<file path="src/hw/rtl/bcom_pkg.sv">
// Shared types, codes and compare helpers for the barcode classifier.
// No dependencies; every other file in hw/rtl imports this package.
`timescale 1ns / 1ps

package bcom_pkg;

  localparam int MAX_BARCODE_LEN = 16;  // bases per barcode and per read prefix
  localparam int ENTRY_W         = 6;   // entry_index and barcode_index width
  localparam int IDX_W           = 10;  // widest table index carried in a job
  localparam int CNT_W           = 32;  // hit and undetermined counters
  localparam int CODE_W          = 2 * MAX_BARCODE_LEN;
  localparam int READ_W          = 3 * MAX_BARCODE_LEN;
  localparam int LEN_W           = 5;
  localparam int COUNT_W         = 7;
  localparam int CFG_DATA_W      = 7;
  localparam int Q_DEPTH         = 2;

  typedef enum logic [1:0] {
    OP_LOAD     = 2'd0,
    OP_CLASSIFY = 2'd1,
    OP_RD_CNT   = 2'd2,
    OP_RD_UND   = 2'd3
  } op_t;

  typedef enum logic [1:0] {
    CFG_LEN      = 2'd0,
    CFG_MISMATCH = 2'd1,
    CFG_PAIRED   = 2'd2,
    CFG_COUNT    = 2'd3
  } cfg_idx_t;

  typedef struct packed {
    logic [LEN_W-1:0]   len;
    logic               mm;
    logic               paired;
    logic [COUNT_W-1:0] count;
  } cfg_t;

  typedef enum logic [2:0] {
    JOB_LOAD   = 3'd0,
    JOB_HIT    = 3'd1,
    JOB_MISS   = 3'd2,
    JOB_RD_CNT = 3'd3,
    JOB_RD_UND = 3'd4
  } job_kind_t;

  // One unit of counter work handed from the front to the back.
  typedef struct packed {
    job_kind_t        kind;
    logic [IDX_W-1:0] idx;
    logic             in_range;
    logic             inc2;
  } job_t;

  // Lanes compared for a given length setting; length clamps to 1..MAX_BARCODE_LEN.
  function automatic logic [MAX_BARCODE_LEN-1:0] bcom_mask(input logic [LEN_W-1:0] len);
    logic [LEN_W-1:0]           n;
    logic [MAX_BARCODE_LEN-1:0] m;
    n = len;
    if (len == '0) n = LEN_W'(1);
    if (len > LEN_W'(MAX_BARCODE_LEN)) n = LEN_W'(MAX_BARCODE_LEN);
    for (int i = 0; i < MAX_BARCODE_LEN; i++) begin
      m[i] = (LEN_W'(i) < n);
    end
    return m;
  endfunction

  // Match one stored barcode against one read prefix: no N in the active
  // lanes, and zero differing lanes (or at most one when mm is set).
  function automatic logic bcom_match(input logic [CODE_W-1:0]          code,
                                      input logic [READ_W-1:0]          rd,
                                      input logic [MAX_BARCODE_LEN-1:0] mask,
                                      input logic                       mm);
    logic [MAX_BARCODE_LEN-1:0] diff;
    logic                       bad;
    bad = 1'b0;
    for (int i = 0; i < MAX_BARCODE_LEN; i++) begin
      bad     = bad | (mask[i] & rd[3*i+2]);
      diff[i] = mask[i] & (rd[3*i +: 2] != code[2*i +: 2]);
    end
    return !bad && ((diff == '0) ||
                    (mm && ((diff & (diff - MAX_BARCODE_LEN'(1))) == '0)));
  endfunction

endpackage

</file>
<file path="src/hw/rtl/bcom_front.sv">
// Front end: takes commands, owns the barcode table and scans it for reads.
// Pushes one counter job per command into the queue. Depends on bcom_pkg.
`timescale 1ns / 1ps

module bcom_front import bcom_pkg::*; #(
  parameter int MAX_BARCODES = 64
) (
  input  logic               clk,
  input  logic               rst_n,
  input  cfg_t               cfg,
  input  logic               accept,
  input  logic [1:0]         op,
  input  logic [ENTRY_W-1:0] entry_index,
  input  logic [CODE_W-1:0]  barcode_bases,
  input  logic [READ_W-1:0]  read1_bases,
  input  logic [READ_W-1:0]  read2_bases,
  input  logic               q_full,
  output logic               q_push,
  output job_t               q_job,
  output logic               busy
);

  localparam int AW = (MAX_BARCODES > 1) ? $clog2(MAX_BARCODES) : 1;
  localparam int CW = $clog2(MAX_BARCODES + 1);

  typedef enum logic [2:0] {
    F_IDLE = 3'b001,
    F_SCAN = 3'b010,
    F_DONE = 3'b100
  } fstate_t;

  fstate_t state_r, state_nxt;

  logic [CODE_W-1:0] tbl_mem [MAX_BARCODES];
  logic [CODE_W-1:0] rd_data_r;
  logic [READ_W-1:0] read1_r, read2_r;

  logic [AW-1:0] iss_idx_r, iss_idx_nxt;
  logic          iss_on_r, iss_on_nxt;
  logic          iss_last_r, iss_last_nxt;
  logic [AW-1:0] cmp_idx_r;
  logic          cmp_on_r, cmp_last_r;

  logic          hit1_r, hit1_nxt, hit2_r, hit2_nxt;
  logic [AW-1:0] win1_r, win1_nxt, win2_r, win2_nxt;

  logic                       in_range;
  logic [CW-1:0]              n_used;
  logic [MAX_BARCODE_LEN-1:0] mask;
  logic                       hit1_now, hit2_now;
  logic                       tbl_we;
  logic [AW-1:0]              tbl_waddr;
  logic                       latch_reads;

  assign in_range  = 32'(entry_index) < 32'(MAX_BARCODES);
  assign tbl_waddr = AW'(entry_index);
  assign n_used    = (32'(cfg.count) > 32'(MAX_BARCODES)) ? CW'(MAX_BARCODES)
                                                           : CW'(cfg.count);
  assign mask      = bcom_mask(cfg.len);
  assign hit1_now  = bcom_match(rd_data_r, read1_r, mask, cfg.mm);
  assign hit2_now  = bcom_match(rd_data_r, read2_r, mask, cfg.mm);
  assign busy      = (state_r != F_IDLE);

  always_comb begin
    state_nxt    = state_r;
    iss_idx_nxt  = iss_idx_r;
    iss_on_nxt   = iss_on_r;
    iss_last_nxt = iss_last_r;
    hit1_nxt     = hit1_r;
    hit2_nxt     = hit2_r;
    win1_nxt     = win1_r;
    win2_nxt     = win2_r;
    tbl_we       = 1'b0;
    latch_reads  = 1'b0;
    q_push       = 1'b0;
    q_job        = '{kind: JOB_MISS, idx: '0, in_range: 1'b0, inc2: 1'b0};
    case (state_r)
      F_IDLE: begin
        if (accept) begin
          case (op_t'(op))
            OP_LOAD: begin
              tbl_we         = in_range;
              q_push         = 1'b1;
              q_job.kind     = JOB_LOAD;
              q_job.idx      = IDX_W'(entry_index);
              q_job.in_range = in_range;
            end
            OP_CLASSIFY: begin
              if (n_used == '0) begin
                // no entry in use: a plain miss
                q_push     = 1'b1;
                q_job.kind = JOB_MISS;
                q_job.inc2 = cfg.paired;
              end else begin
                latch_reads  = 1'b1;
                iss_on_nxt   = 1'b1;
                iss_idx_nxt  = AW'(n_used - CW'(1));
                iss_last_nxt = (n_used == CW'(1));
                hit1_nxt     = 1'b0;
                hit2_nxt     = 1'b0;
                state_nxt    = F_SCAN;
              end
            end
            OP_RD_CNT: begin
              q_push         = 1'b1;
              q_job.kind     = JOB_RD_CNT;
              q_job.idx      = IDX_W'(entry_index);
              q_job.in_range = in_range;
            end
            OP_RD_UND: begin
              q_push     = 1'b1;
              q_job.kind = JOB_RD_UND;
            end
            default: begin
              q_push = 1'b0;
            end
          endcase
        end
      end
      F_SCAN: begin
        // walk entries from the highest in use down to zero
        if (iss_on_r) begin
          if (iss_last_r) begin
            iss_on_nxt = 1'b0;
          end else begin
            iss_idx_nxt  = iss_idx_r - AW'(1);
            iss_last_nxt = (iss_idx_r == AW'(1));
          end
        end
        // first hit on the way down is the highest index
        if (cmp_on_r) begin
          if (!hit1_r && hit1_now) begin
            hit1_nxt = 1'b1;
            win1_nxt = cmp_idx_r;
          end
          if (!hit2_r && hit2_now) begin
            hit2_nxt = 1'b1;
            win2_nxt = cmp_idx_r;
          end
          if (cmp_last_r) state_nxt = F_DONE;
        end
      end
      F_DONE: begin
        if (!q_full) begin
          q_push     = 1'b1;
          q_job.inc2 = cfg.paired;
          if (cfg.paired && hit2_r) begin
            q_job.kind = JOB_HIT;
            q_job.idx  = IDX_W'(win2_r);
          end else if (hit1_r) begin
            q_job.kind = JOB_HIT;
            q_job.idx  = IDX_W'(win1_r);
          end
          state_nxt = F_IDLE;
        end
      end
      default: begin
        state_nxt = F_IDLE;
      end
    endcase
  end

  always_ff @(posedge clk) begin
    if (!rst_n) begin
      state_r    <= F_IDLE;
      iss_on_r   <= 1'b0;
      iss_last_r <= 1'b0;
      cmp_on_r   <= 1'b0;
      cmp_last_r <= 1'b0;
      hit1_r     <= 1'b0;
      hit2_r     <= 1'b0;
    end else begin
      state_r    <= state_nxt;
      iss_on_r   <= iss_on_nxt;
      iss_last_r <= iss_last_nxt;
      cmp_on_r   <= iss_on_r;
      cmp_last_r <= iss_last_r;
      hit1_r     <= hit1_nxt;
      hit2_r     <= hit2_nxt;
    end
  end

  always_ff @(posedge clk) begin
    iss_idx_r <= iss_idx_nxt;
    cmp_idx_r <= iss_idx_r;
    win1_r    <= win1_nxt;
    win2_r    <= win2_nxt;
    if (latch_reads) begin
      read1_r <= read1_bases;
      read2_r <= read2_bases;
    end
  end

  // barcode table: one write port, one registered read port
  always_ff @(posedge clk) begin
    if (tbl_we) tbl_mem[tbl_waddr] <= barcode_bases;
    rd_data_r <= tbl_mem[iss_idx_r];
  end

endmodule

</file>
<file path="config.mk">
export PLATFORM = sky130hd
export DESIGN_NAME = bcom_front
export DESIGN_NICKNAME = d
export VERILOG_FILES = /design/src/hw/rtl/bcom_pkg.sv /design/src/hw/rtl/bcom_front.sv
export SDC_FILE = /design/constraint.sdc
export NUM_CORES = 2
export LEC_CHECK = 0
export CORE_MARGIN = 2
export CORE_UTILIZATION = 42
export DETAILED_ROUTE_END_ITERATION = 6
export DONT_BUFFER_PORTS = 1
export PLACE_DENSITY_LB_ADDON = 0.08
export SLEW_MARGIN = 25
export SYNTH_ARGS = -nofsm -noshare
export SYNTH_HDL_FRONTEND = slang
export SYNTH_SLANG_ARGS = --single-unit
export TNS_END_PERCENT = 5
</file>
<file path="constraint.sdc">
create_clock -name clk -period 4.82 [get_ports clk]
set_input_delay 0.723 -clock clk [delete_from_list [all_inputs] [get_ports clk]]
set_output_delay 0.723 -clock clk [all_outputs]
set_load 0.02 [all_outputs]
</file>
==> impl_metrics.tcl <==
set metrics [dict create \
    run_status "finished, final reports clean" \
    critPathKind "flip-flop to flip-flop" \
    yosysTopAreaCellShare_pct 76.80 \
    synth-seq-cells 2209 \
    grt_pass1_wl_um 320600 \
    cpMaxStageDelayCell "nor2_4" \
    grt_pass1_vias 40650 \
    path_clk_slew_ns 0.06 \
    syn_inst 3518 \
    die-area_um2 204900 \
    vias 39020 \
    antenna_found_initial 17 \
    htree_num_levels 4 \
    crit_path_end_kind "flip-flop" \
    post-route-period-util_pct 77.50 \
    power_mw 44.94 \
    grt_usage_pct 22.52 \
    finalHoldViolCount 0 \
    synth_edf_count 2162 \
    synth_top_area_cell "edfxtp_1" \
    gp_congestion 0.8719 \
    power_density_nw_per_um2 455.7 \
    drtIter0Drc 4365 \
    ys_warn_count 0 \
    cts_resized 0 \
    clk-insertion-delay-late_ns 0.87 \
    numClockSinks 2209 \
    drc_errors 0 \
    die_w_um 452.6 \
    cp_max_fo 18 \
    async_reset_ff_share_pct 0 \
    setup_tns_ns 0 \
    wl_met1_um 96350 \
    slew_headroom_pct 28.50 \
    clock.fmax_ghz 0.2677 \
    synth_flop_cell "edfxtp_1" \
    pin_count 171 \
    dr.pass1.iters 5 \
    critPathRequiredTime_ns 5.37 \
    area_growth_pct 16.65 \
    totalWireLength_um 229200 \
    fillers 15820 \
    syn_area_um2 84540 \
    tightest_slew_ns 1.070 \
    core_um2 199900 \
    drv_cap 0 \
    antenna_left 0 \
    cts_buffers 225 \
    slowest_delay_ns 0.82 \
    clk_root_buffer_cell "clkbuf_16" \
    finalSetupViolations 0 \
    grt_max_degree 93 \
    top_layer "met5" \
    clockBufferDepth 3 \
    die_y_um 452.6 \
    cpMostUsedCell "nand2_1" \
    ir_drop_uv 340.9 \
    critPathLaunchType "flip-flop" \
    layout-drive-gt1-share_pct 31.21 \
    post-dp-hpwl_um 134300 \
    synth.distinct_cells 63 \
    crit_chain "nor3b_1 -> and2_1 -> nand2_1 -> nor2_1 -> nand2_1 -> nor2_4 -> buf_12" \
    critPathArrivalTime_ns 4.29 \
    met2_length_um 114700 \
    layout_common_cells "2,162 x edfxtp_1, 672 x mux4_2, 225 x clkbuf_16" \
    skew_ns 0.02612 \
    drv_slew 0 \
    wl_met3_um 14030 \
    hold_path.class "input port to flip-flop" \
    grt_overflow 0 \
    synth_top_cells_by_area "edfxtp_1 77%, mux4_2 18%, dfxtp_1 1.1%" \
    rows 164 \
    fin_nets 4012 \
    fin_crit_ns 3.735 \
    post_drt_wl_per_cell_um 34.19 \
    place.port_buffers 0 \
    vias_per_cell 5.820 \
    final_common_cell "edfxtp_1" \
    synth_seq_area_share_pct 77.91 \
    synth_area_per_cell_um2 24.03 \
    cts_tree "built" \
    initial_core_util_pct 42.30 \
    grt_setup_unrepaired "false" \
    p_leak_nw 30.53 \
]
## Yosys cell counts, types with 5 or more instances
| library cell | n |
|---|---|
| xnor2_1 | 29 |
| buf_4 | 18 |
| nand3b_1 | 9 |
| buf_1 | 36 |
| ha_1 | 9 |
| or3_1 | 6 |
| buf_2 | 28 |
| a211oi_1 | 6 |
| o21ai_0 | 33 |
| nor3_1 | 10 |
| nand3_1 | 12 |
| o22ai_1 | 9 |
| clkbuf_1 | 91 |
| a31oi_1 | 11 |
| nor4_1 | 7 |
| inv_1 | 12 |
| a21oi_1 | 25 |
| dfxtp_1 | 47 |
| mux4_2 | 672 |
| xor2_1 | 43 |
| nor2b_1 | 5 |
| edfxtp_1 | 2162 |
| and2_1 | 6 |
| and3_1 | 12 |
| nand2_1 | 51 |
| nor2_1 | 105 |
## kinds of logic (layout without fill, tap and decap cells)
logic type               after synthesis  in the layout  share of synthesized area, %
AO/OA/AOI/OAI                        118            118                        0.8865
AND/OR/NAND/NOR                      245            245                         1.385
flip-flops                          2209           2209                         77.91
adder cells (fa/ha/maj)               11             11                        0.1569
buffers and inverters                189            708                        0.9961
XOR/XNOR                              72             72                        0.7459
multiplexers                         673            673                         17.92
other                                  1             12                      0.004436
## registers in the layout (all words and copies together), names as in the netlist, 3 cells and up
register,cells
state_r,3
read1_r,48
iss_idx_r,6
win1_r,6
rd_data_r,32
cmp_idx_r,6
read2_r,48
tbl_mem,2048
win2_r,6
## layer usage
metal / up-vias / track usage (%)
li1: 15840 / -
met1: 21500 / 31.48
met2: 1412 / 37.67
met3: 269 / 3.380
met4: 2 / 4.922
met5: - / 0
## layout make-up
class / count / area [um2] / share of cell area [%]
Antenna cell: 8 / 20.02 / 0.02030
Clock buffer: 270 / 5859 / 5.942
Clock inverter: 148 / 1446 / 1.467
Inverter: 12 / 47.55 / 0.04821
Multi-Input combinational cell: 1123 / 18330 / 18.58
Sequential cell: 2209 / 65860 / 66.79
Tap cell: 2656 / 3323 / 3.370
Timing Repair Buffer: 278 / 3729 / 3.781
## power by group
part / total [mW] / switching (mW) / leakage (nW) / internal [mW]
Combinational: 5.92 / 3.21 / 7.12 / 2.71
Sequential: 21.8 / 0.445 / 19.8 / 21.4
Clock: 17.2 / 7.34 / 3.58 / 9.85
Total: 44.9 / 11.0 / 30.5 / 34.0
## timing repair
action / 4_1_cts / 5_1_grt
buffers inserted: 0 / 0
hold buffers: 134 / 0
setup endpoints to repair: 0 / 0
hold endpoints to repair: 2070 / 0
## worst max-delay path: cells and delay by family, from the launching register on
family	cells	cell delay, ns
simple gates	6	2.66
flops	1	0.48
buf+inv	1	0.26
## path summary, 6_finish.rpt
check | start | end | slack, ns | cells after the start
worst max-delay path | state_r[0] | tbl_mem[16][27] | 1.08 | 7
worst min-delay path | q_full | state_r[0] | 0.16 | 3
worst max register to register | state_r[0] | tbl_mem[16][27] | 1.08 | 7
worst min register to register | cmp_idx_r[2] | win2_r[2] | 0.42 | 0
## through the flow
step	utilization (%)	instance area [um2]	hold slack, ns	cells	setup slack, ns
finish	49.34	98620	0.1612	6704	1.085
CTS	49.33	98600	0.08535	6696	1.111
detailed placement	44.72	89380	0.4125	6144	0.9731
global route	49.33	98600	0.1304	6698	0.8217
floorplan	-	84550	0.3462	3521	1.137
global placement	44.72	89380	0.4153	6144	0.8679
(Power assumes the default switching activity.)
