==> src/hw/rtl/bcom_pkg.sv <==
// Shared types, codes and compare helpers for the barcode classifier.
// No dependencies; every other file in hw/rtl imports this package.
`timescale 1ns / 1ps

package bcom_pkg;

  localparam int MAX_BARCODE_LEN = 16;  // bases per barcode and per read prefix
  localparam int ENTRY_W         = 6;   // entry_index and barcode_index width
  localparam int IDX_W           = 10;  // widest table index carried in a job
  localparam int CNT_W           = 32;  // hit and undetermined counters
  localparam int CODE_W          = 2 * MAX_BARCODE_LEN;
  localparam int READ_W          = 3 * MAX_BARCODE_LEN;
  localparam int LEN_W           = 5;
  localparam int COUNT_W         = 7;
  localparam int CFG_DATA_W      = 7;
  localparam int Q_DEPTH         = 2;

  typedef enum logic [1:0] {
    OP_LOAD     = 2'd0,
    OP_CLASSIFY = 2'd1,
    OP_RD_CNT   = 2'd2,
    OP_RD_UND   = 2'd3
  } op_t;

  typedef enum logic [1:0] {
    CFG_LEN      = 2'd0,
    CFG_MISMATCH = 2'd1,
    CFG_PAIRED   = 2'd2,
    CFG_COUNT    = 2'd3
  } cfg_idx_t;

  typedef struct packed {
    logic [LEN_W-1:0]   len;
    logic               mm;
    logic               paired;
    logic [COUNT_W-1:0] count;
  } cfg_t;

  typedef enum logic [2:0] {
    JOB_LOAD   = 3'd0,
    JOB_HIT    = 3'd1,
    JOB_MISS   = 3'd2,
    JOB_RD_CNT = 3'd3,
    JOB_RD_UND = 3'd4
  } job_kind_t;

  // One unit of counter work handed from the front to the back.
  typedef struct packed {
    job_kind_t        kind;
    logic [IDX_W-1:0] idx;
    logic             in_range;
    logic             inc2;
  } job_t;

  // Lanes compared for a given length setting; length clamps to 1..MAX_BARCODE_LEN.
  function automatic logic [MAX_BARCODE_LEN-1:0] bcom_mask(input logic [LEN_W-1:0] len);
    logic [LEN_W-1:0]           n;
    logic [MAX_BARCODE_LEN-1:0] m;
    n = len;
    if (len == '0) n = LEN_W'(1);
    if (len > LEN_W'(MAX_BARCODE_LEN)) n = LEN_W'(MAX_BARCODE_LEN);
    for (int i = 0; i < MAX_BARCODE_LEN; i++) begin
      m[i] = (LEN_W'(i) < n);
    end
    return m;
  endfunction

  // Match one stored barcode against one read prefix: no N in the active
  // lanes, and zero differing lanes (or at most one when mm is set).
  function automatic logic bcom_match(input logic [CODE_W-1:0]          code,
                                      input logic [READ_W-1:0]          rd,
                                      input logic [MAX_BARCODE_LEN-1:0] mask,
                                      input logic                       mm);
    logic [MAX_BARCODE_LEN-1:0] diff;
    logic                       bad;
    bad = 1'b0;
    for (int i = 0; i < MAX_BARCODE_LEN; i++) begin
      bad     = bad | (mask[i] & rd[3*i+2]);
      diff[i] = mask[i] & (rd[3*i +: 2] != code[2*i +: 2]);
    end
    return !bad && ((diff == '0) ||
                    (mm && ((diff & (diff - MAX_BARCODE_LEN'(1))) == '0)));
  endfunction

endpackage

==> src/hw/rtl/bcom_queue.sv <==
// Short job queue between the front end and the counter back end.
// Two entries of job_t; depends on bcom_pkg.
`timescale 1ns / 1ps

module bcom_queue import bcom_pkg::*; (
  input  logic clk,
  input  logic rst_n,
  input  logic push,
  input  job_t push_job,
  output logic full,
  input  logic pop,
  output job_t pop_job,
  output logic empty
);

  localparam int PW = (Q_DEPTH > 1) ? $clog2(Q_DEPTH) : 1;

  job_t          slot_r [Q_DEPTH];
  logic [PW-1:0] wr_ptr_r, rd_ptr_r;
  logic [PW:0]   fill_r, fill_nxt;
  logic          do_push, do_pop;

  assign full    = (fill_r == (PW+1)'(Q_DEPTH));
  assign empty   = (fill_r == '0);
  assign do_push = push && !full;
  assign do_pop  = pop && !empty;
  assign pop_job = slot_r[rd_ptr_r];

  always_comb begin
    fill_nxt = fill_r;
    case ({do_push, do_pop})
      2'b10:   fill_nxt = fill_r + (PW+1)'(1);
      2'b01:   fill_nxt = fill_r - (PW+1)'(1);
      default: fill_nxt = fill_r;
    endcase
  end

  always_ff @(posedge clk) begin
    if (!rst_n) begin
      wr_ptr_r <= '0;
      rd_ptr_r <= '0;
      fill_r   <= '0;
    end else begin
      fill_r <= fill_nxt;
      if (do_push) wr_ptr_r <= (wr_ptr_r == PW'(Q_DEPTH - 1)) ? '0 : wr_ptr_r + PW'(1);
      if (do_pop)  rd_ptr_r <= (rd_ptr_r == PW'(Q_DEPTH - 1)) ? '0 : rd_ptr_r + PW'(1);
    end
  end

  always_ff @(posedge clk) begin
    if (do_push) slot_r[wr_ptr_r] <= push_job;
  end

endmodule

==> config.mk <==
export PLATFORM = sky130hd
export DESIGN_NAME = bcom_queue
export DESIGN_NICKNAME = d
export VERILOG_FILES = /design/src/hw/rtl/bcom_pkg.sv /design/src/hw/rtl/bcom_queue.sv
export SDC_FILE = /design/constraint.sdc
export NUM_CORES = 1
export LEC_CHECK = 0
export BUFFER_PORTS_ARGS = -buffer_cell sky130_fd_sc_hd__buf_2
export CORE_MARGIN = 3
export CORE_UTILIZATION = 43
export CTS_CLUSTER_DIAMETER = 120
export CTS_CLUSTER_SIZE = 12
export DETAILED_ROUTE_END_ITERATION = 7
export GPL_TIMING_DRIVEN = 0
export HOLD_SLACK_MARGIN = 0.12
export PLACE_DENSITY = 0.67
export REMOVE_ABC_BUFFERS = 1
export SLEW_MARGIN = 40
export SYNTH_ARGS = -nofsm -noshare
export SYNTH_HDL_FRONTEND = slang
export SYNTH_SLANG_ARGS = --single-unit
==> constraint.sdc <==
create_clock -name clk -period 1.7 [get_ports clk]
set_clock_uncertainty 0.15 [all_clocks]
set_input_delay 0.34 -clock clk [delete_from_list [all_inputs] [get_ports clk]]
set_output_delay 0.34 -clock clk [all_outputs]
set_load 0.1 [all_outputs]
==> reports/metrics.yaml, run 1 <==
overall_routed_net_length_mm: 2.612
violations: "setup timing"
power_density_nw_per_um2: 1943
cpMaxStageDelayCell: "sky130_fd_sc_hd__dfxtp_4"
cpLargestDelayFamily: "flip-flops"
ys_seq_area_frac: 0.7597
chipWidth_um: 61.36
ys_ff_latch: 35
bufs_and_invs_on_worst_path: 2
syn_inst: 73
placed_wire_length_estimate_after_detailed_placement_mm: 1.461
initial_core_util: 0.4657
antenna-diode-count: 0
gp_congestion: 0.6548
stdcell_area_um2: 2121
cts-htree-levels: 2
fraction_of_layout_instances_using_a_drive_strength_above_1: 0.5185
worst-setup-path-type: "reg -> out"
status: "complete, but fails checks"
detailedPlace.worstSlack_ns: -0.2600
end_kind: "output port"
synth_cell_types: 20
hold_class: "in -> reg"
numCtsBuffers: 5
wire_per_inst_um: 15.73
vias_per_cell: 4.898
mostFrequentLayoutCells: "30 x sky130_fd_sc_hd__edfxtp_1, 18 x sky130_fd_sc_hd__buf_2, 17 x sky130_fd_sc_hd__buf_12"
dp_cells: 137
hold_viol: 0
filler_cell_count_in_the_final_layout: 179
final_critical_path_setup_slack_ns: -0.1440
final_max_slew_viol_count: 0
timing.fmax_mhz: 542.3
grt_pass1_vias: 934
worstSkewPairLatency_ns: 0.33
post-route-period-util: 1.085
drt-pass1-iter-count: 3
timing.slew.headroom: 0.7565
i_o_pins: 36
fin_total_pwr_uw: 4120
yosys_warnings: 0
multi_input_comb_area_um2: 367.9
die_h_um: 61.36
cts.clk_slew.worst_paths_ns: 0.09
leakagePower_uw: 0.0008407
finalWorstPathRequiredPeriod_ns: 1.844
cts-root-to-sink-buffers: 2
start_kind: "flop"
crit_chain: "buf_8, mux2_4, buf_12"
grt_max_degree: 16
fp-row-count: 19
grt_antenna_before_repair: 0
unrepaired_setup_endpoints_after_global_routing: "yes"
max_slew.worst_pin.slew_ns: 0.3653
port_bufs: 35
fp.coreArea_um2: 2829
postRouteAntennaNets: 0
drv.max_cap_violation_count: 0
num-nets-final: 154
clock_sink_count: 35
layout-area-overhead-vs-synth_pct: 60.97
placedInstanceArea_um2: 1520
dieArea_um2: 3764
cts_root_buffer: "sky130_fd_sc_hd__clkbuf_4"
instances_no_fill: 166
syn-cell-area_um2: 1318
ir_drop_worst_vdd_v: 0.001248
slowest_delay_ns: 0.38
synthesis.area_per_instance_um2: 18.05
iter_0_drt_violations: 4
arrival_ns: 1.35
drcViolationCount: 0
overall_routing_resource_usage: 0.1588
gr-total-overflow: 0
critical_path.max_fanout: 7
leading_cell_type_in_the_layout_fill_and_taps_excluded: "sky130_fd_sc_hd__edfxtp_1"
setup_viol_count_final: 15
seqCellArea_um2: 1010
worstPathRequired_ns: 1.21
grt_first_pass_wirelength_mm: 4.091
dr_total_vias: 813
clock_tree_from_tritoncts: "yes"
per-stage QoR:
| step | hold slack (ns) | setup TNS, ns | util |
|---|---|---|---|
| finish | 0.2754 | -1.892 | 0.7497 |
| global route | 0.2769 | -2.663 | 0.7497 |
| CTS | 0.2740 | -2.100 | 0.7395 |
| detailed placement | 0.3522 | -8.484 | 0.5374 |
| global placement | 0.3151 | -7.701 | 0.5374 |
| floorplan | 0.2889 | -4.931 | - |
flip-flops by register name, summed over array words and instances (netlist names), named ones only:
register  count
fill_r        2
rd_ptr_r      1
slot_r       30
wr_ptr_r      1
cells in the mapped netlist:
| cell | n | share of area |
|---|---|---|
| sky130_fd_sc_hd__edfxtp_1 | 30 | 0.68 |
| sky130_fd_sc_hd__mux2_2 | 11 | 0.094 |
| sky130_fd_sc_hd__dfxtp_1 | 5 | 0.076 |
| sky130_fd_sc_hd__mux2_1 | 4 | 0.034 |
| sky130_fd_sc_hd__xnor2_1 | 3 | 0.020 |
| sky130_fd_sc_hd__a21boi_1 | 2 | 0.011 |
| sky130_fd_sc_hd__inv_1 | 2 | 0.0057 |
| sky130_fd_sc_hd__nor2b_1 | 2 | 0.0095 |
| sky130_fd_sc_hd__o21ai_0 | 2 | 0.0076 |
| sky130_fd_sc_hd__or3_1 | 2 | 0.0095 |
| sky130_fd_sc_hd__and2_1 | 1 | 0.0048 |
| sky130_fd_sc_hd__and3_1 | 1 | 0.0048 |
| sky130_fd_sc_hd__buf_4 | 1 | 0.0057 |
| sky130_fd_sc_hd__clkbuf_1 | 1 | 0.0028 |
| sky130_fd_sc_hd__ha_1 | 1 | 0.0095 |
| sky130_fd_sc_hd__inv_2 | 1 | 0.0028 |
| sky130_fd_sc_hd__nand2_1 | 1 | 0.0028 |
| sky130_fd_sc_hd__nand2b_2 | 1 | 0.0066 |
| sky130_fd_sc_hd__nor2_1 | 1 | 0.0028 |
| sky130_fd_sc_hd__o21a_1 | 1 | 0.0057 |
routing by layer:
metal | wire [um] | part of all wire | GRT usage | up-vias
li1 | - | - | - | 395
met3 | 175 | 0.067 | 0.05241 | 8
met5 | 0 | 0 | 0 | -
met2 | 1420 | 0.54 | 0.2764 | 28
met4 | 60 | 0.023 | 0.1121 | 0
met1 | 956 | 0.37 | 0.1580 | 382
layout make-up:
type / instances / share of cell area
Tap cell: 31 / 0.01829
Clock buffer: 7 / 0.02124
Timing Repair Buffer: 56 / 0.3015
Multi-Input combinational cell: 33 / 0.1735
Sequential cell: 35 / 0.4761
Inverter: 3 / 0.007080
Clock inverter: 1 / 0.002360
where the power goes:
group          switching [uW]  internal [uW]
Combinational            1540            977
Clock                     255            161
Sequential               80.1           1110
timing repair:
item | in CTS | in global routing
hold buffers | 16 | 0
endpoints found under the hold margin | 32 | 0
pin swaps | 0 | 1
setup buffers | 5 | 0
resized for setup | 90 | 6
setup endpoints to repair | 48 | 17
worst min-delay path, delay by kind of cell:
| kind | cells | cell delay [ns] |
|---|---|---|
| compound gates | 2 | 0.23 |
| buf+inv | 2 | 0.14 |
path summary, 6_finish.rpt:
kind	from	end	slack, ns	depth (start not counted)
hold / removal	push	wr_ptr_r	0.28	4
hold reg to reg	wr_ptr_r	wr_ptr_r	0.36	2
setup / recovery	flop	pop_job[5]	-0.14	3
setup reg to reg	fill_r[0]	slot_r[0][7]	0.07	5
logic make-up (layout without fill, tap and decap cells):
logic type	count (synthesis)	in the layout	share of synthesized area
compound gates	5	5	0.02469
mux	15	15	0.1282
simple gates	9	9	0.04083
flops	35	35	0.7597
buf+inv	5	67	0.01709
fa+ha+maj	1	1	0.009495
xor+xnor	3	3	0.01995
(Power assumes the default switching activity.)
==> run 2: changes to the inputs <==
--- a/config.mk
+++ b/config.mk
@@ -8,10 +8,11 @@
 export BUFFER_PORTS_ARGS = -buffer_cell sky130_fd_sc_hd__buf_2
 export CORE_MARGIN = 3
 export CORE_UTILIZATION = 43
+export CTS_BUF_LIST = sky130_fd_sc_hd__clkbuf_16
 export CTS_CLUSTER_DIAMETER = 120
 export CTS_CLUSTER_SIZE = 12
 export DETAILED_ROUTE_END_ITERATION = 7
-export GPL_TIMING_DRIVEN = 0
+export GPL_TIMING_DRIVEN = 1
 export HOLD_SLACK_MARGIN = 0.12
 export PLACE_DENSITY = 0.67
 export REMOVE_ABC_BUFFERS = 1
==> run 2 against run 1 <==
  * The flow still finishes with violations (setup timing)
  * Die area unchanged
  * Via count down 0.74%
  * Combinational power about the same
  * Final area up 3.7%
  * Count of clock-buffer cells in the layout down 2
==> reports/metrics.yaml, run 2 (same netlist as run 1, synthesis figures left out) <==
status: "complete, but fails checks"
violations: "setup timing"
finalWorstPathRequiredPeriod_ns: 1.779  # -0.06480 ns
cts.clk_slew.worst_paths_ns: 0.05  # -0.04 ns
i_o_pins: 36  # unchanged
clock_tree_from_tritoncts: "yes"
worstPathRequired_ns: 1.21  # about the same
drt-met1-wl_um: 986  # +3.1%
overall_routed_net_length_mm: 2.525  # -3.3%
hold_class: "in -> reg"
timing.slew.headroom: 0.6786  # -0.07791
drt-pass1-iter-count: 4  # +1
final_critical_path_setup_slack_ns: -0.07922  # +0.06480 ns
overall_routing_resource_usage: 0.1573  # -0.001531
multi_input_comb_area_um2: 362.8  # -1.4%
drv.max_cap_violation_count: 0  # unchanged
filler_cell_count_in_the_final_layout: 154  # -14%
placed_wire_length_estimate_after_detailed_placement_mm: 1.489  # +2.0%
cts-root-to-sink-buffers: 2  # unchanged
arrival_ns: 1.29  # -0.06 ns
top_layer_used: "met4"
setup_viol_count_final: 15  # unchanged
mostFrequentLayoutCells: "30 x sky130_fd_sc_hd__edfxtp_1, 19 x sky130_fd_sc_hd__buf_2, 18 x sky130_fd_sc_hd__buf_12"
fp-row-count: 19  # unchanged
cts_root_buffer: "sky130_fd_sc_hd__clkbuf_16"
cts.repair_timing.setup_buffer_count: 0  # -5
met2_wire_length_mm: 1.330  # -6.3%
r2r.worst_path.cells: 5  # unchanged
wire_per_inst_um: 15.30  # -2.7%
p_seq_frac: 0.263  # -0.026
clock_sink_count: 35  # unchanged
dp_cells: 141  # +2.9%
worstReg2RegEnd: "slot_r[0][2]"
switching_share: 0.4227  # -0.03150
chipWidth_um: 61.36  # unchanged
rr_startpoint: "fill_r[0]"
fp.coreArea_um2: 2829  # unchanged
power.combinational.fraction: 0.555  # -0.055
gp_congestion: 0.6709  # +2.5%
largest_register_ff_count: 30  # unchanged
fraction_of_layout_instances_using_a_drive_strength_above_1: 0.4925  # -0.02598
dr_total_vias: 807  # -0.74%
timing.fmax_mhz: 562.0  # +3.6%
worstHoldEndpoint: "fill_r[0]"
grt_max_degree: 16  # unchanged
reg2reg_setup_slack_ns: 0.09  # +0.02 ns
leading_cell_type_in_the_layout_fill_and_taps_excluded: "sky130_fd_sc_hd__edfxtp_1"
wl_met3_um: 136  # -22%
share_clk_of_total_power: 0.183  # +0.082
seqCellArea_um2: 1006  # -0.37%
postRouteAntennaNets: 0  # unchanged
num-nets-final: 153  # -0.65%
total_switching_power_uw: 1903  # +1.7%
top_register: "slot_r"
hp-start: "rst_n"
internal_power_uw: 2599  # +16%
instances_no_fill: 165  # -0.60%
ir_drop_worst_vdd_v: 0.001440  # +15%
start_kind: "flop"
port_bufs: 35  # unchanged
grt_first_pass_wirelength_mm: 3.843  # -6.1%
placedInstanceArea_um2: 1590  # +4.6%
grt_antenna_before_repair: 0  # unchanged
die_h_um: 61.36  # unchanged
largest_registers: "slot_r: 30 flops, fill_r: 2 flops"
timing.hold.worst_path_depth: 2  # -2
worstSkewPairLatency_ns: 0.27  # -0.06 ns
cts-htree-levels: 2  # unchanged
dieArea_um2: 3764  # unchanged
power_density_nw_per_um2: 2047  # +5.4%
max_slew.worst_pin.slew_ns: 0.4855  # +0.1202 ns
numCtsBuffers: 5  # unchanged
iter_0_drt_violations: 20  # +16
antenna-diode-count: 0  # unchanged
hold_viol: 0  # unchanged
grt_pass1_vias: 834  # -11%
final_max_slew_viol_count: 0  # unchanged
initial_core_util: 0.4657  # unchanged
post-route-period-util: 1.047  # -0.03812
drcViolationCount: 0  # unchanged
detailedPlace.worstSlack_ns: 0.003024  # +0.2630 ns
final_core_util: 0.7775  # +0.02786
gr-total-overflow: 0  # unchanged
stdcell_area_um2: 2200  # +3.7%
leakagePower_uw: 0.0008922  # +6.1%
critical_path.max_fanout: 5  # -2
unrepaired_setup_endpoints_after_global_routing: "yes"
end_kind: "output port"
worst-setup-path-type: "reg -> out"
vias_per_cell: 4.891  # -0.14%
layout-area-overhead-vs-synth_pct: 66.95
run 2: timing repair:
action,CTS,global route
endpoints found under the hold margin,30,0
gates resized for setup,87,1
endpoints found under the setup margin,16,16
cloned,1,0
hold buffers,15,0
pin swaps,0,0
run 2: area by class of cell:
type / instances / share of cell area
Sequential cell: 35 / 0.4573
Inverter: 3 / 0.005119
Timing Repair Buffer: 55 / 0.2924
Tap cell: 31 / 0.01763
Clock inverter: 3 / 0.005688
Multi-Input combinational cell: 33 / 0.1650
Clock buffer: 5 / 0.05688
run 2: critical path, stage by stage, from the launching register on:
cell and delay, ns:
sky130_fd_sc_hd__dfxtp_4 0.37, sky130_fd_sc_hd__buf_6 0.14, sky130_fd_sc_hd__mux2_4 0.33, sky130_fd_sc_hd__buf_12 0.17
run 2: layer usage:
metal,vias to the layer above,GRT usage
met2,23,0.2613
met5,-,0
li1,392,-
met3,4,0.05031
met4,0,0.1182
met1,388,0.1655
run 2: worst max path at each step:
| stage | end | cells after the start |
|---|---|---|
| after floorplan | empty | 1 |
| after detailed placement | fill_r[1] | 5 |
| final | pop_job[10] | 3 |
| after global routing | pop_job[10] | 3 |
| after CTS | pop_job[10] | 3 |
| after global placement | fill_r[1] | 5 |
run 2: power by group through the flow:
stage,combinational [uW],clock (uW),sequential (uW)
final,2500,823,1180
after CTS,2480,848,1180
after detailed placement,1840,0,1170
after floorplan,1470,0,1190
after global placement,1820,0,1170
after global routing,2580,873,1200
run 2: stage by stage:
step	setup TNS, ns	hold slack, ns	total power, uW
floorplan	-4.931	0.2889	2662
global placement	0	0.3209	2986
detailed placement	0	0.3373	3010
CTS	-0.9504	0.1785	4509
global route	-1.273	0.2061	4653
finish	-0.8373	0.1809	4502
==> run 3: changes to the inputs <==
--- a/config.mk
+++ b/config.mk
@@ -14,7 +14,7 @@
 export DETAILED_ROUTE_END_ITERATION = 7
 export GPL_TIMING_DRIVEN = 1
 export HOLD_SLACK_MARGIN = 0.12
-export PLACE_DENSITY = 0.67
+export PLACE_DENSITY_LB_ADDON = 0.1
 export REMOVE_ABC_BUFFERS = 1
 export SLEW_MARGIN = 40
 export SYNTH_ARGS = -nofsm -noshare
==> run 3 against run 2 <==
  * The flow still finishes with violations (setup timing)
  * Clock power barely moved
  * Final area about the same
  * Total power up 0.13%
  * Largest cell class unchanged
  * Largest power group unchanged
==> reports/metrics.yaml, run 3 (same netlist as run 1, synthesis figures left out) <==
status: "complete, but fails checks"
violations: "setup timing"
timing.hold.worst_path_depth: 2  # unchanged
critical_path.max_fanout: 5  # unchanged
unrepaired_setup_endpoints_after_global_routing: "yes"
i_o_pins: 36  # unchanged
rr_startpoint: "fill_r[1]"
bufs_and_invs_on_worst_path: 2  # unchanged
hold_class: "in -> reg"
gp_congestion: 0.6037  # -10%
largest_register_ff_count: 30  # unchanged
placed_wire_length_estimate_after_detailed_placement_mm: 1.609  # +8.0%
drv.max_cap_violation_count: 0  # unchanged
fp.coreArea_um2: 2829  # unchanged
max_slew.worst_pin.slew_ns: 0.2778  # -0.2077 ns
wire_per_inst_um: 15.79  # +3.2%
grt_first_pass_wirelength_mm: 4.098  # +6.6%
vias_per_cell: 4.970  # +1.6%
mostFrequentLayoutCells: "30 x sky130_fd_sc_hd__edfxtp_1, 18 x sky130_fd_sc_hd__buf_2, 17 x sky130_fd_sc_hd__buf_12"
cts-root-to-sink-buffers: 2  # unchanged
drcViolationCount: 0  # unchanged
final_max_slew_viol_count: 0  # unchanged
dr_total_vias: 835  # +3.5%
slowest_delay_ns: 0.37  # about the same
hp-start: "rst_n"
iter_0_drt_violations: 15  # -25%
overall_routed_net_length_mm: 2.652  # +5.0%
overall_routing_resource_usage: 0.1650  # +0.007711
clock_tree_from_tritoncts: "yes"
num-nets-final: 157  # +2.6%
worst-setup-path-type: "reg -> out"
leading_cell_type_in_the_layout_fill_and_taps_excluded: "sky130_fd_sc_hd__edfxtp_1"
largest_registers: "slot_r: 30 flops, fill_r: 2 flops"
fp-row-count: 19  # unchanged
timing.slew.headroom: 0.8163  # +0.1378
hold_viol: 0  # unchanged
grt_pass1_vias: 910  # +9.1%
clock_sink_count: 35  # unchanged
grt_max_degree: 12  # -4
top_register: "slot_r"
final_critical_path_setup_slack_ns: -0.05848  # +0.02074 ns
r2r.worst_path.cells: 4  # -1
cpLargestDelayFamily: "flip-flops"
worst_hold_slack_ns: 0.1798  # -0.001172 ns
cts-htree-levels: 2  # unchanged
start_kind: "flop"
chipWidth_um: 61.36  # unchanged
finalWorstPathRequiredPeriod_ns: 1.758  # -0.02074 ns
cts_root_buffer: "sky130_fd_sc_hd__clkbuf_16"
fraction_of_layout_instances_using_a_drive_strength_above_1: 0.4964  # +0.003813
detailedPlace.worstSlack_ns: 0.08095  # +0.07792 ns
cpMaxStageDelayCell: "sky130_fd_sc_hd__dfxtp_4"
gr-total-overflow: 0  # unchanged
worstSkewPairLatency_ns: 0.27  # about the same
ir_drop_worst_vdd_v: 0.001150  # -20%
leakagePower_uw: 0.0009013  # +1.0%
grt_antenna_before_repair: 0  # unchanged
drt-pass1-iter-count: 4  # unchanged
crit_chain: "buf_6, mux2_4, buf_12"
end_kind: "output port"
antenna-diode-count: 0  # unchanged
setup_viol_count_final: 15  # unchanged
initial_core_util: 0.4657  # unchanged
timing.fmax_mhz: 568.7  # +1.2%
cts.clk_slew.worst_paths_ns: 0.05  # about the same
arrival_ns: 1.27  # -0.02 ns
die_h_um: 61.36  # unchanged
port_bufs: 35  # unchanged
postRouteAntennaNets: 0  # unchanged
cp.depth: 3  # unchanged
dieArea_um2: 3764  # unchanged
worstPathRequired_ns: 1.21  # about the same
numCtsBuffers: 5  # unchanged
post-route-period-util: 1.034  # -0.01220
power_density_nw_per_um2: 2051  # +0.19%
layout-area-overhead-vs-synth_pct: 66.86  # about the same
run 3: cell count changes in the layout (fill, tap and decap cells not counted):
cell	before	now
sky130_fd_sc_hd__buf_12	18	17
sky130_fd_sc_hd__buf_2	19	18
sky130_fd_sc_hd__buf_4	0	6
sky130_fd_sc_hd__buf_6	2	3
sky130_fd_sc_hd__buf_8	1	0
sky130_fd_sc_hd__clkinv_1	0	1
sky130_fd_sc_hd__dfxtp_1	3	4
sky130_fd_sc_hd__dfxtp_2	1	0
sky130_fd_sc_hd__ha_1	0	1
sky130_fd_sc_hd__ha_4	1	0
sky130_fd_sc_hd__inv_1	4	2
run 3: final timing paths:
| check | slack [ns] | end |
|---|---|---|
| hold reg to reg | 0.34 | wr_ptr_r |
| setup / recovery | -0.06 | pop_job[0] |
| hold / removal | 0.18 | fill_r[0] |
| setup reg to reg | 0.09 | fill_r[1] |
run 3: what timing repair did:
action	in CTS	in global routing
endpoints found under the hold margin	30	0
cloned	1	0
endpoints found under the setup margin	16	15
setup buffers	0	0
gates resized for setup	42	0
hold buffers	15	0
run 3: area by class of cell:
cell class,instances,area [um2]
fillers,157,630.6
repair buffers,59,659.4
well taps,31,38.79
clock buffers,5,125.1
inverters,3,11.26
flip-flops and latches,35,1005
clock inverters,2,8.758
multi-input cells,33,350.3
run 3: worst register-to-register path, cell delays in order (launching register included):
cell                       delay [ns]
sky130_fd_sc_hd__dfxtp_1         0.34
sky130_fd_sc_hd__o21a_1          0.23
sky130_fd_sc_hd__ha_1            0.32
sky130_fd_sc_hd__or3_1           0.36
sky130_fd_sc_hd__a21boi_1        0.14
run 3: per-stage QoR:
stage,area [um2],cells,setup TNS [ns],power (uW),utilization
after floorplan,1306,71,-4.931,2662,-
after global placement,1773,145,0,3358,0.6267
after detailed placement,1773,145,0,3386,0.6267
after CTS,2198,168,-0.8212,4541,0.7771
after global routing,2198,168,-1.176,4653,0.7771
final,2198,168,-0.7505,4508,0.7771
run 3: power by group:
part,total (uW),leakage [uW],switching [uW],internal [uW]
Sequential,1170,0.000323,67.0,1100
Clock,820,0.0000671,295,525
Combinational,2520,0.000512,1530,983
Total,4510,0.000901,1900,2610
run 3: per-layer routing:
metal | GRT usage | share of wire | vias up
li1 | - | - | 401
met1 | 0.1649 | 0.38 | 393
met2 | 0.2855 | 0.53 | 32
met3 | 0.06289 | 0.054 | 9
met4 | 0.1061 | 0.028 | 0
met5 | 0 | 0 | -
